===== config.mk =====
export PLATFORM = sky130hd
export DESIGN_NAME = actuator_step_excitation_sequencer_core
export DESIGN_NICKNAME = d
export VERILOG_FILES = /design/src/rtl/asesq_pkg.sv /design/src/rtl/asesq_cfg.sv /design/src/rtl/asesq_core.sv /design/src/rtl/asesq_obuf.sv /design/src/rtl/actuator_step_excitation_sequencer_core.sv
export SDC_FILE = /design/constraint.sdc
export NUM_CORES = 2
export LEC_CHECK = 0
export ABC_AREA = 1
export BUFFER_PORTS_ARGS = -buffer_cell sky130_fd_sc_hd__buf_4
export CORE_ASPECT_RATIO = 1.25
export CORE_MARGIN = 2
export CORE_UTILIZATION = 35
export CTS_BUF_LIST = sky130_fd_sc_hd__clkbuf_4 sky130_fd_sc_hd__clkbuf_8
export DETAILED_ROUTE_END_ITERATION = 12
export PLACE_DENSITY = 0.51
export SLEW_MARGIN = 20
export SYNTH_ARGS = -nofsm -noshare
export SYNTH_HDL_FRONTEND = slang
export SYNTH_SLANG_ARGS = --single-unit
export TNS_END_PERCENT = 100

===== constraint.sdc =====
create_clock -name clk -period 19.9 [get_ports clk]
set_input_delay 3.98 -clock clk [delete_from_list [all_inputs] [get_ports clk]]
set_output_delay 3.98 -clock clk [all_outputs]
set_load 0.005 [all_outputs]

===== src/rtl/asesq_pkg.sv =====
// Shared types, register codes and time-scaling helpers for the step-excitation sequencer.
package asesq_pkg;

	localparam int MaskW = 16;
	localparam int TimeW = 32;
	localparam int DriveW = 7;
	localparam int IdxW = 5;
	localparam int CfgW = 16;

	typedef enum logic [2:0] {
		REG_PROBER_TYPE = 3'd0,
		REG_ACT_MASK    = 3'd1,
		REG_PRE_DELAY   = 3'd2,
		REG_POST_DELAY  = 3'd3,
		REG_STEP_PERIOD = 3'd4,
		REG_STEP_AMP    = 3'd5,
		REG_STEPPED     = 3'd6,
		REG_ACT_COUNT   = 3'd7
	} reg_idx_t;

	localparam logic [1:0] PT_STEP  = 2'd0;
	localparam logic [1:0] PT_ORTHO = 2'd2;

	localparam logic [TimeW-1:0] SafetyUs = 32'd100000;
	localparam logic [TimeW-1:0] OrthoUs = 32'd700000;
	localparam logic [DriveW-1:0] AmpMax = 7'd100;
	localparam logic [DriveW-1:0] ServoTrig = 7'd40;

	localparam logic [1:0] RstProberType = 2'd0;
	localparam logic [MaskW-1:0] RstMask = 16'hFFFF;
	localparam logic [15:0] RstPreMs = 16'd100;
	localparam logic [15:0] RstPostMs = 16'd0;
	localparam logic [15:0] RstStepMs = 16'd100;
	localparam logic [DriveW-1:0] RstAmp = 7'd35;
	localparam logic [IdxW-1:0] RstStepped = 5'd4;
	localparam logic [IdxW-1:0] RstActCount = 5'd4;

	typedef struct packed {
		logic [1:0]        prober_type;
		logic [MaskW-1:0]  mask;
		logic [TimeW-1:0]  pre_us;
		logic [TimeW-1:0]  post_us;
		logic [TimeW-1:0]  step_us;
		logic [TimeW-1:0]  span_us;
		logic [TimeW-1:0]  base_us;
		logic [DriveW-1:0] amp;
		logic [IdxW-1:0]   stepped;
		logic [IdxW-1:0]   act_count;
	} cfg_t;

	typedef struct packed {
		logic              all_done;
		logic              generation_done;
		logic              generating;
		logic [DriveW-1:0] drive_3;
		logic [DriveW-1:0] drive_2;
		logic [DriveW-1:0] drive_1;
		logic [DriveW-1:0] drive_0;
	} result_t;

	function automatic logic [TimeW-1:0] ms_to_us(input logic [15:0] ms);
		logic [25:0] p;
		p = {10'b0, ms} * 26'd1000;
		return {6'b0, p};
	endfunction

	function automatic logic [TimeW-1:0] base_us(input logic [15:0] pre_ms,
		input logic [15:0] post_ms);
		logic [16:0] s;
		logic [26:0] p;
		s = {1'b0, pre_ms} + {1'b0, post_ms};
		p = {10'b0, s} * 27'd1000;
		return SafetyUs + {5'b0, p};
	endfunction

	function automatic logic [TimeW-1:0] span_us(input logic [15:0] step_ms,
		input logic [IdxW-1:0] n);
		logic [20:0] a;
		logic [30:0] p;
		a = {5'b0, step_ms} * {16'b0, n};
		p = {10'b0, a} * 31'd1000;
		return {1'b0, p};
	endfunction

endpackage


===== src/rtl/asesq_cfg.sv =====
// Configuration registers and their precomputed microsecond spans.
module asesq_cfg (
	input  logic                         clk,
	input  logic                         arst_n,
	input  logic                         cfg_we,
	input  logic [2:0]                   cfg_idx,
	input  logic [asesq_pkg::CfgW-1:0]   cfg_wdata,
	output asesq_pkg::cfg_t              cfg
);

	logic [1:0]                     prober_type_q;
	logic [asesq_pkg::MaskW-1:0]    mask_q;
	logic [15:0]                    pre_ms_q;
	logic [15:0]                    post_ms_q;
	logic [15:0]                    step_ms_q;
	logic [asesq_pkg::DriveW-1:0]   amp_q;
	logic [asesq_pkg::IdxW-1:0]     stepped_q;
	logic [asesq_pkg::IdxW-1:0]     act_count_q;
	logic [asesq_pkg::TimeW-1:0]    pre_us_q;
	logic [asesq_pkg::TimeW-1:0]    post_us_q;
	logic [asesq_pkg::TimeW-1:0]    step_us_q;
	logic [asesq_pkg::TimeW-1:0]    span_us_q;
	logic [asesq_pkg::TimeW-1:0]    base_us_q;

	always_ff @(posedge clk or negedge arst_n) begin
		if (!arst_n) begin
			prober_type_q <= asesq_pkg::RstProberType;
			mask_q <= asesq_pkg::RstMask;
			pre_ms_q <= asesq_pkg::RstPreMs;
			post_ms_q <= asesq_pkg::RstPostMs;
			step_ms_q <= asesq_pkg::RstStepMs;
			amp_q <= asesq_pkg::RstAmp;
			stepped_q <= asesq_pkg::RstStepped;
			act_count_q <= asesq_pkg::RstActCount;
			pre_us_q <= asesq_pkg::ms_to_us(asesq_pkg::RstPreMs);
			post_us_q <= asesq_pkg::ms_to_us(asesq_pkg::RstPostMs);
			step_us_q <= asesq_pkg::ms_to_us(asesq_pkg::RstStepMs);
			span_us_q <= asesq_pkg::span_us(asesq_pkg::RstStepMs, asesq_pkg::RstStepped);
			base_us_q <= asesq_pkg::base_us(asesq_pkg::RstPreMs, asesq_pkg::RstPostMs);
		end else if (cfg_we) begin
			case (asesq_pkg::reg_idx_t'(cfg_idx))
				asesq_pkg::REG_PROBER_TYPE: prober_type_q <= cfg_wdata[1:0];
				asesq_pkg::REG_ACT_MASK: mask_q <= cfg_wdata;
				asesq_pkg::REG_PRE_DELAY: begin
					pre_ms_q <= cfg_wdata;
					pre_us_q <= asesq_pkg::ms_to_us(cfg_wdata);
					base_us_q <= asesq_pkg::base_us(cfg_wdata, post_ms_q);
				end
				asesq_pkg::REG_POST_DELAY: begin
					post_ms_q <= cfg_wdata;
					post_us_q <= asesq_pkg::ms_to_us(cfg_wdata);
					base_us_q <= asesq_pkg::base_us(pre_ms_q, cfg_wdata);
				end
				asesq_pkg::REG_STEP_PERIOD: begin
					step_ms_q <= cfg_wdata;
					step_us_q <= asesq_pkg::ms_to_us(cfg_wdata);
					span_us_q <= asesq_pkg::span_us(cfg_wdata, stepped_q);
				end
				asesq_pkg::REG_STEP_AMP: amp_q <= cfg_wdata[asesq_pkg::DriveW-1:0];
				asesq_pkg::REG_STEPPED: begin
					stepped_q <= cfg_wdata[asesq_pkg::IdxW-1:0];
					span_us_q <= asesq_pkg::span_us(step_ms_q,
						cfg_wdata[asesq_pkg::IdxW-1:0]);
				end
				asesq_pkg::REG_ACT_COUNT: act_count_q <= cfg_wdata[asesq_pkg::IdxW-1:0];
				default: ;
			endcase
		end
	end

	assign cfg.prober_type = prober_type_q;
	assign cfg.mask = mask_q;
	assign cfg.pre_us = pre_us_q;
	assign cfg.post_us = post_us_q;
	assign cfg.step_us = step_us_q;
	assign cfg.span_us = span_us_q;
	assign cfg.base_us = base_us_q;
	assign cfg.amp = amp_q;
	assign cfg.stepped = stepped_q;
	assign cfg.act_count = act_count_q;

endmodule


===== src/rtl/asesq_core.sv =====
// Sequencer state and the single-pass update for start and periodic items.
module asesq_core (
	input  logic                          clk,
	input  logic                          arst_n,
	input  asesq_pkg::cfg_t               cfg,
	input  logic                          fire,
	input  logic                          mode,
	input  logic [asesq_pkg::TimeW-1:0]   now,
	output asesq_pkg::result_t            res
);

	localparam int DW = asesq_pkg::DriveW;
	localparam int TW = asesq_pkg::TimeW;
	localparam int IW = asesq_pkg::IdxW;
	localparam int MW = asesq_pkg::MaskW;

	logic          armed_q, gen_done_q, run_done_q, running_q;
	logic [TW-1:0] start_q, finish_q, deadline_q, next_step_q;
	logic [IW-1:0] step_idx_q;
	logic [DW-1:0] drv_q [4];

	logic          armed_d, gen_done_d, run_done_d, running_d;
	logic [TW-1:0] start_d, finish_d, deadline_d, next_step_d;
	logic [IW-1:0] step_idx_d;
	logic [DW-1:0] drv_d [4];

	logic [TW-1:0] d_start, d_finish, d_deadline;
	logic          in_pre, post_over, dl_over;
	logic [MW-1:0] eff;
	logic [IW-1:0] total;
	logic          found;
	logic [3:0]    hit;
	logic          tgt_v;
	logic [1:0]    tgt;
	logic [IW-1:0] fallback;
	logic [DW-1:0] amp;
	logic [TW-1:0] adj;

	assign d_start = now - start_q;
	assign d_finish = now - finish_q;
	assign d_deadline = now - deadline_q;
	assign in_pre = $signed(d_start) <= $signed(cfg.pre_us);
	assign post_over = $signed(d_finish) > $signed(cfg.post_us);
	assign dl_over = !d_deadline[TW-1] && (d_deadline != '0);
	assign amp = (cfg.amp > asesq_pkg::AmpMax) ? asesq_pkg::AmpMax : cfg.amp;
	assign fallback = cfg.act_count - IW'(1);

	always_comb begin
		for (int p = 0; p < MW; p++) begin
			eff[p] = cfg.mask[p] && (IW'(p) < cfg.act_count);
		end
		total = IW'($countones(eff));
		found = step_idx_q < total;
		for (int p = 0; p < 4; p++) begin
			hit[p] = eff[p] &&
				(IW'($countones(eff & ((MW'(1) << p) - MW'(1)))) == step_idx_q);
		end
		tgt_v = 1'b0;
		tgt = 2'd0;
		if (found) begin
			tgt_v = |hit;
			if (hit[0]) tgt = 2'd0;
			else if (hit[1]) tgt = 2'd1;
			else if (hit[2]) tgt = 2'd2;
			else tgt = 2'd3;
		end else begin
			tgt_v = fallback < IW'(4);
			tgt = fallback[1:0];
		end
	end

	always_comb begin
		case (cfg.prober_type)
			asesq_pkg::PT_STEP: adj = cfg.span_us;
			asesq_pkg::PT_ORTHO: adj = asesq_pkg::OrthoUs;
			default: adj = '0;
		endcase
	end

	always_comb begin
		armed_d = armed_q;
		gen_done_d = gen_done_q;
		run_done_d = run_done_q;
		running_d = running_q;
		start_d = start_q;
		finish_d = finish_q;
		deadline_d = deadline_q;
		next_step_d = next_step_q;
		step_idx_d = step_idx_q;
		for (int i = 0; i < 4; i++) drv_d[i] = drv_q[i];
		if (!mode) begin
			start_d = now;
			deadline_d = now + cfg.base_us + adj;
			if (cfg.prober_type == asesq_pkg::PT_STEP) begin
				step_idx_d = '0;
				next_step_d = now + cfg.pre_us + cfg.step_us;
			end
			armed_d = 1'b1;
			gen_done_d = 1'b0;
			run_done_d = 1'b0;
			for (int i = 0; i < 4; i++) drv_d[i] = '0;
		end else if (!armed_q || in_pre || gen_done_q || run_done_q) begin
			for (int i = 0; i < 4; i++) drv_d[i] = '0;
			if (gen_done_q && post_over) begin
				run_done_d = 1'b1;
				armed_d = 1'b0;
				running_d = 1'b0;
			end else begin
				running_d = gen_done_q;
			end
		end else if (dl_over) begin
			run_done_d = 1'b1;
			armed_d = 1'b0;
			running_d = 1'b0;
			for (int i = 0; i < 4; i++) drv_d[i] = '0;
		end else begin
			running_d = 1'b1;
			if (cfg.prober_type == asesq_pkg::PT_STEP) begin
				for (int i = 0; i < 4; i++) drv_d[i] = '0;
				if (step_idx_q < cfg.stepped) begin
					if (tgt_v) begin
						case (tgt)
							2'd0: drv_d[0] = amp;
							2'd1: begin
								drv_d[1] = amp;
								drv_d[2] = asesq_pkg::ServoTrig;
							end
							2'd2: begin
								drv_d[0] = amp;
								drv_d[3] = asesq_pkg::ServoTrig;
							end
							default: drv_d[1] = amp;
						endcase
					end
					if (now >= next_step_q) begin
						step_idx_d = step_idx_q + IW'(1);
						next_step_d = next_step_q + cfg.step_us;
					end
				end else begin
					gen_done_d = 1'b1;
					finish_d = now;
				end
			end else if (cfg.prober_type == asesq_pkg::PT_ORTHO) begin
				for (int i = 0; i < 4; i++) drv_d[i] = '0;
			end
		end
	end

	always_ff @(posedge clk or negedge arst_n) begin
		if (!arst_n) begin
			armed_q <= 1'b0;
			gen_done_q <= 1'b0;
			run_done_q <= 1'b0;
			running_q <= 1'b0;
			start_q <= '0;
			finish_q <= '0;
			deadline_q <= '0;
			next_step_q <= '0;
			step_idx_q <= '0;
			for (int i = 0; i < 4; i++) drv_q[i] <= '0;
		end else if (fire) begin
			armed_q <= armed_d;
			gen_done_q <= gen_done_d;
			run_done_q <= run_done_d;
			running_q <= running_d;
			start_q <= start_d;
			finish_q <= finish_d;
			deadline_q <= deadline_d;
			next_step_q <= next_step_d;
			step_idx_q <= step_idx_d;
			for (int i = 0; i < 4; i++) drv_q[i] <= drv_d[i];
		end
	end

	assign res.drive_0 = drv_d[0];
	assign res.drive_1 = drv_d[1];
	assign res.drive_2 = drv_d[2];
	assign res.drive_3 = drv_d[3];
	assign res.generating = running_d;
	assign res.generation_done = gen_done_d;
	assign res.all_done = run_done_d;

endmodule


===== src/rtl/asesq_obuf.sv =====
// Result register with a skid stage so one further input transfer is taken while the output stalls.
module asesq_obuf (
	input  logic               clk,
	input  logic               arst_n,
	input  logic               in_valid,
	output logic               in_ready,
	input  asesq_pkg::result_t in_data,
	output logic               out_valid,
	input  logic               out_ready,
	output asesq_pkg::result_t out_data
);

	logic               out_v_q, skid_v_q;
	asesq_pkg::result_t out_q, skid_q;
	logic               in_fire;

	assign in_ready = !skid_v_q;
	assign in_fire = in_valid && in_ready;

	always_ff @(posedge clk or negedge arst_n) begin
		if (!arst_n) begin
			out_v_q <= 1'b0;
			skid_v_q <= 1'b0;
		end else if (out_ready || !out_v_q) begin
			if (skid_v_q) begin
				out_v_q <= 1'b1;
				skid_v_q <= 1'b0;
			end else begin
				out_v_q <= in_fire;
			end
		end else if (in_fire) begin
			skid_v_q <= 1'b1;
		end
	end

	always_ff @(posedge clk) begin
		if (out_ready || !out_v_q) begin
			if (skid_v_q) out_q <= skid_q;
			else if (in_fire) out_q <= in_data;
		end else if (in_fire) begin
			skid_q <= in_data;
		end
	end

	assign out_valid = out_v_q;
	assign out_data = out_q;

endmodule


===== src/rtl/actuator_step_excitation_sequencer_core.sv =====
// Top level of the actuator step-excitation sequencer.
// Results are registered in the output buffer, or in its skid entry while it stalls.
// Throughput: one item per cycle while s_tready is high; the state update and the
// result are one registered pass. s_tready drops once the two-entry buffer is full.
// Reset (arst_n low, asynchronous): sequencer disarmed, flags and drives cleared,
// configuration back to its defaults, output buffer empty.
module actuator_step_excitation_sequencer_core (
	input  logic                        clk,
	input  logic                        arst_n,
	input  logic                        cfg_we,
	input  logic [2:0]                  cfg_idx,
	input  logic [asesq_pkg::CfgW-1:0]  cfg_wdata,
	input  logic                        s_tvalid,
	output logic                        s_tready,
	input  logic [31:0]                 s_tdata,  // now_us
	input  logic                        s_tuser,  // mode
	output logic                        m_tvalid,
	input  logic                        m_tready,
	// drive_0, drive_1, drive_2, drive_3, generating, generation_done, all_done, pad
	output logic [31:0]                 m_tdata
);

	asesq_pkg::cfg_t    cfg;
	asesq_pkg::result_t res, res_out;
	logic               fire;

	assign fire = s_tvalid && s_tready;

	asesq_cfg u_cfg (
		.clk       (clk),
		.arst_n    (arst_n),
		.cfg_we    (cfg_we),
		.cfg_idx   (cfg_idx),
		.cfg_wdata (cfg_wdata),
		.cfg       (cfg)
	);

	asesq_core u_core (
		.clk    (clk),
		.arst_n (arst_n),
		.cfg    (cfg),
		.fire   (fire),
		.mode   (s_tuser),
		.now    (s_tdata),
		.res    (res)
	);

	asesq_obuf u_obuf (
		.clk       (clk),
		.arst_n    (arst_n),
		.in_valid  (s_tvalid),
		.in_ready  (s_tready),
		.in_data   (res),
		.out_valid (m_tvalid),
		.out_ready (m_tready),
		.out_data  (res_out)
	);

	assign m_tdata = {1'b0, res_out};

endmodule

==> results.ini <==
[layout]
fin_area_sq_mm=0.05854
syn_to_final_growth_pct=8.501
drive_above_1_share_pct=5.824
fin_nets=8451

[synthesis]
syn-cell-area_sq_mm=0.05396
synth_cell_types=63
synth_top_cell_by_area=fa_1
yosysSeqAreaShare_pct=20.40
synthCells=7220
synth_top_area_share_pct=17.10
syn_avg_cell_area_sq_um=7.473
syn-num-nets=8383
synth_most_common_cell=nand2_1
synth_edf_count=62
async_flop_share_pct=85.41
ys.flop_type=dfrtp_1
netlist_top_cells_area=fa_1, ha_1, dfrtp_1, nand2_1, inv_1
synth_common_cells=nand2_1, inv_1, ha_1
ys_ff_latch=425
yosysWarnings=0

[timing]
setup_violations=0
finalMaxSlewViolations=0
tightest_slew_ns=1.048
max_freq_mhz=83.94
finalClockSkew_ns=0.05756
slew_headroom_pct=30.03
hold_viol=0
holdWs_ns=0.4739
rsz0062_at_grt=false
post-route-period-util_pct=59.87
fin_tns_setup_ns=0
period_needed_ns=11.91

[place]
place_hpwl_um=148400
port_buffers=89
routabilityCongestion=0.9448
place_area_sq_mm=0.05684

[routing]
vias=46600
viasPerCell=4.964
drt-total-wl_um=180500
antenna_left=0
wire_per_inst_um=19.22
dr.first_iter.drc_count=2842
first_pass_iters=5
drc=0

[global_route]
grt_use_total_pct=23.10
grt_start_max_net_pins=110
antenna_found_initial=1
grt_pass1_wl_um=278000
grt_pass1_vias=47240
overflow=0

[clocking]
clkSlewWorstSetupHoldPaths_ns=0.06
htree_levels=3
clock-sinks=425
cts_hold_buf=0
cts_tree=built
clockBufferDepth=3
cts_resized=0
cts_root_buf=clkbuf_8
post_cts_buffers=0
insertion_delay_ns=0.79
cts_buffers=80

[hold_path]
min_path_cells=2
hp-class=reg2reg

[run]
maxCapViolations=0

[floorplanning]
die_y_um=443.0
ios=91
die-area_sq_mm=0.1573
die_w_um=355.2
core_sq_mm=0.1535
start_util_pct=35.15
rows=161

[setup_path]
path_common_cell=fa_1
cp_max_fo=30
startpoint_type=input pin
max_stage_delay_ns=0.59
crit_arrival_ns=12.57
crit_type=in2reg
rrSetupSlack_ns=10.65
crit_path_end_kind=flop
r2r_cells=35
required_ns=20.56
cp_slowest_cell=fa_1

[status]
outcome=complete, no violations

cells in the final DEF (no fill, tap or decap), types with 129 or more instances in the layout:
master | Yosys | routed
a21oi_1 | 487 | 487
dfrtp_1 | 312 | 312
fa_1 | 461 | 461
ha_1 | 645 | 645
inv_1 | 1420 | 1418
nand2_1 | 1730 | 1729
nand3_1 | 275 | 274
nor2_1 | 427 | 419
o21ai_0 | 477 | 477
xor2_1 | 129 | 129
worst max-delay path, delay by kind of cell:
family,cells,cell delay (ns)
and+or+nand+nor,12,1.40
buffers and inverters,5,0.71
AOI/OAI and AO/OA,8,1.44
adders and majority gates,9,4.31
xor gates and xnor gates,2,0.67
logic make-up (layout without fill, tap and decap cells):
| logic type | after synthesis | after routing | synth area share (%) |
|---|---|---|---|
| DFF | 425 | 425 | 20.40 |
| and+or+nand+nor | 2712 | 2712 | 20.88 |
| buffers and inverters | 1565 | 1694 | 11.10 |
| muxes | 2 | 2 | 0.03710 |
| adders and majority gates | 1106 | 1106 | 32.06 |
| xor gates and xnor gates | 199 | 199 | 3.230 |
| AOI/OAI and AO/OA | 1210 | 1210 | 12.29 |
| other | 1 | 3 | 0.006950 |
state kept, by name, summed over array words and instances, names as in the netlist, 21 cells and up:
name / count
u_obuf.skid_q: 31
u_core.deadline_q: 32
u_obuf.out_data: 31
u_cfg.step_us_q: 21
u_cfg.post_us_q: 21
u_core.drv_q: 28
u_core.start_q: 29
u_cfg.span_us_q: 28
u_core.next_step_q: 32
u_cfg.pre_us_q: 21
u_cfg.base_us_q: 25
u_core.finish_q: 32
per-stage QoR:
step                      cells  util [%]  worst slack (ns)
after global placement     9243     37.03             7.297
after detailed placement   9243     37.03             7.267
after CTS                  9386     38.14             8.041
after floorplan            7220         -             8.118
after global routing       9387     38.14             7.210
final                      9388     38.14             7.987
per-layer routing:
layer / GRT usage, % / share of wire (%) / up-vias
met2: 40.46 / 49 / 859
met3: 1.755 / 3.2 / 272
met4: 12.01 / 5.9 / 0
li1: - / - / 23100
met1: 28.23 / 42 / 22370
met5: 0 / 0 / -
area by class of cell:
class | count | area (sq um)
antenna | 2 | 5.005
clock buffer | 119 | 1475
clock inverter | 24 | 221.5
sequential | 425 | 11010
fill | 16300 | 94960
inverter | 1431 | 5371
multi-input combinational | 5230 | 37000
timing repair buffer | 120 | 908.4
tap | 2037 | 2549
path summary, 6_finish.rpt:
check,from,endpoint
max in group asynchronous,arst_n,u_cfg.span_us_q[26]
min in group asynchronous,arst_n,u_core.start_q[25]
setup / recovery,cfg_wdata[0],u_cfg.span_us_q[29]
hold / removal,u_core.armed_q,u_core.armed_q
hold reg to reg,u_core.armed_q,u_core.armed_q
setup reg to reg,u_cfg.stepped_q[4],u_cfg.span_us_q[29]
Power is left out: the tool's default activity adds up to more than one toggle a clock period on the data nets, which glitch-free logic cannot reach.
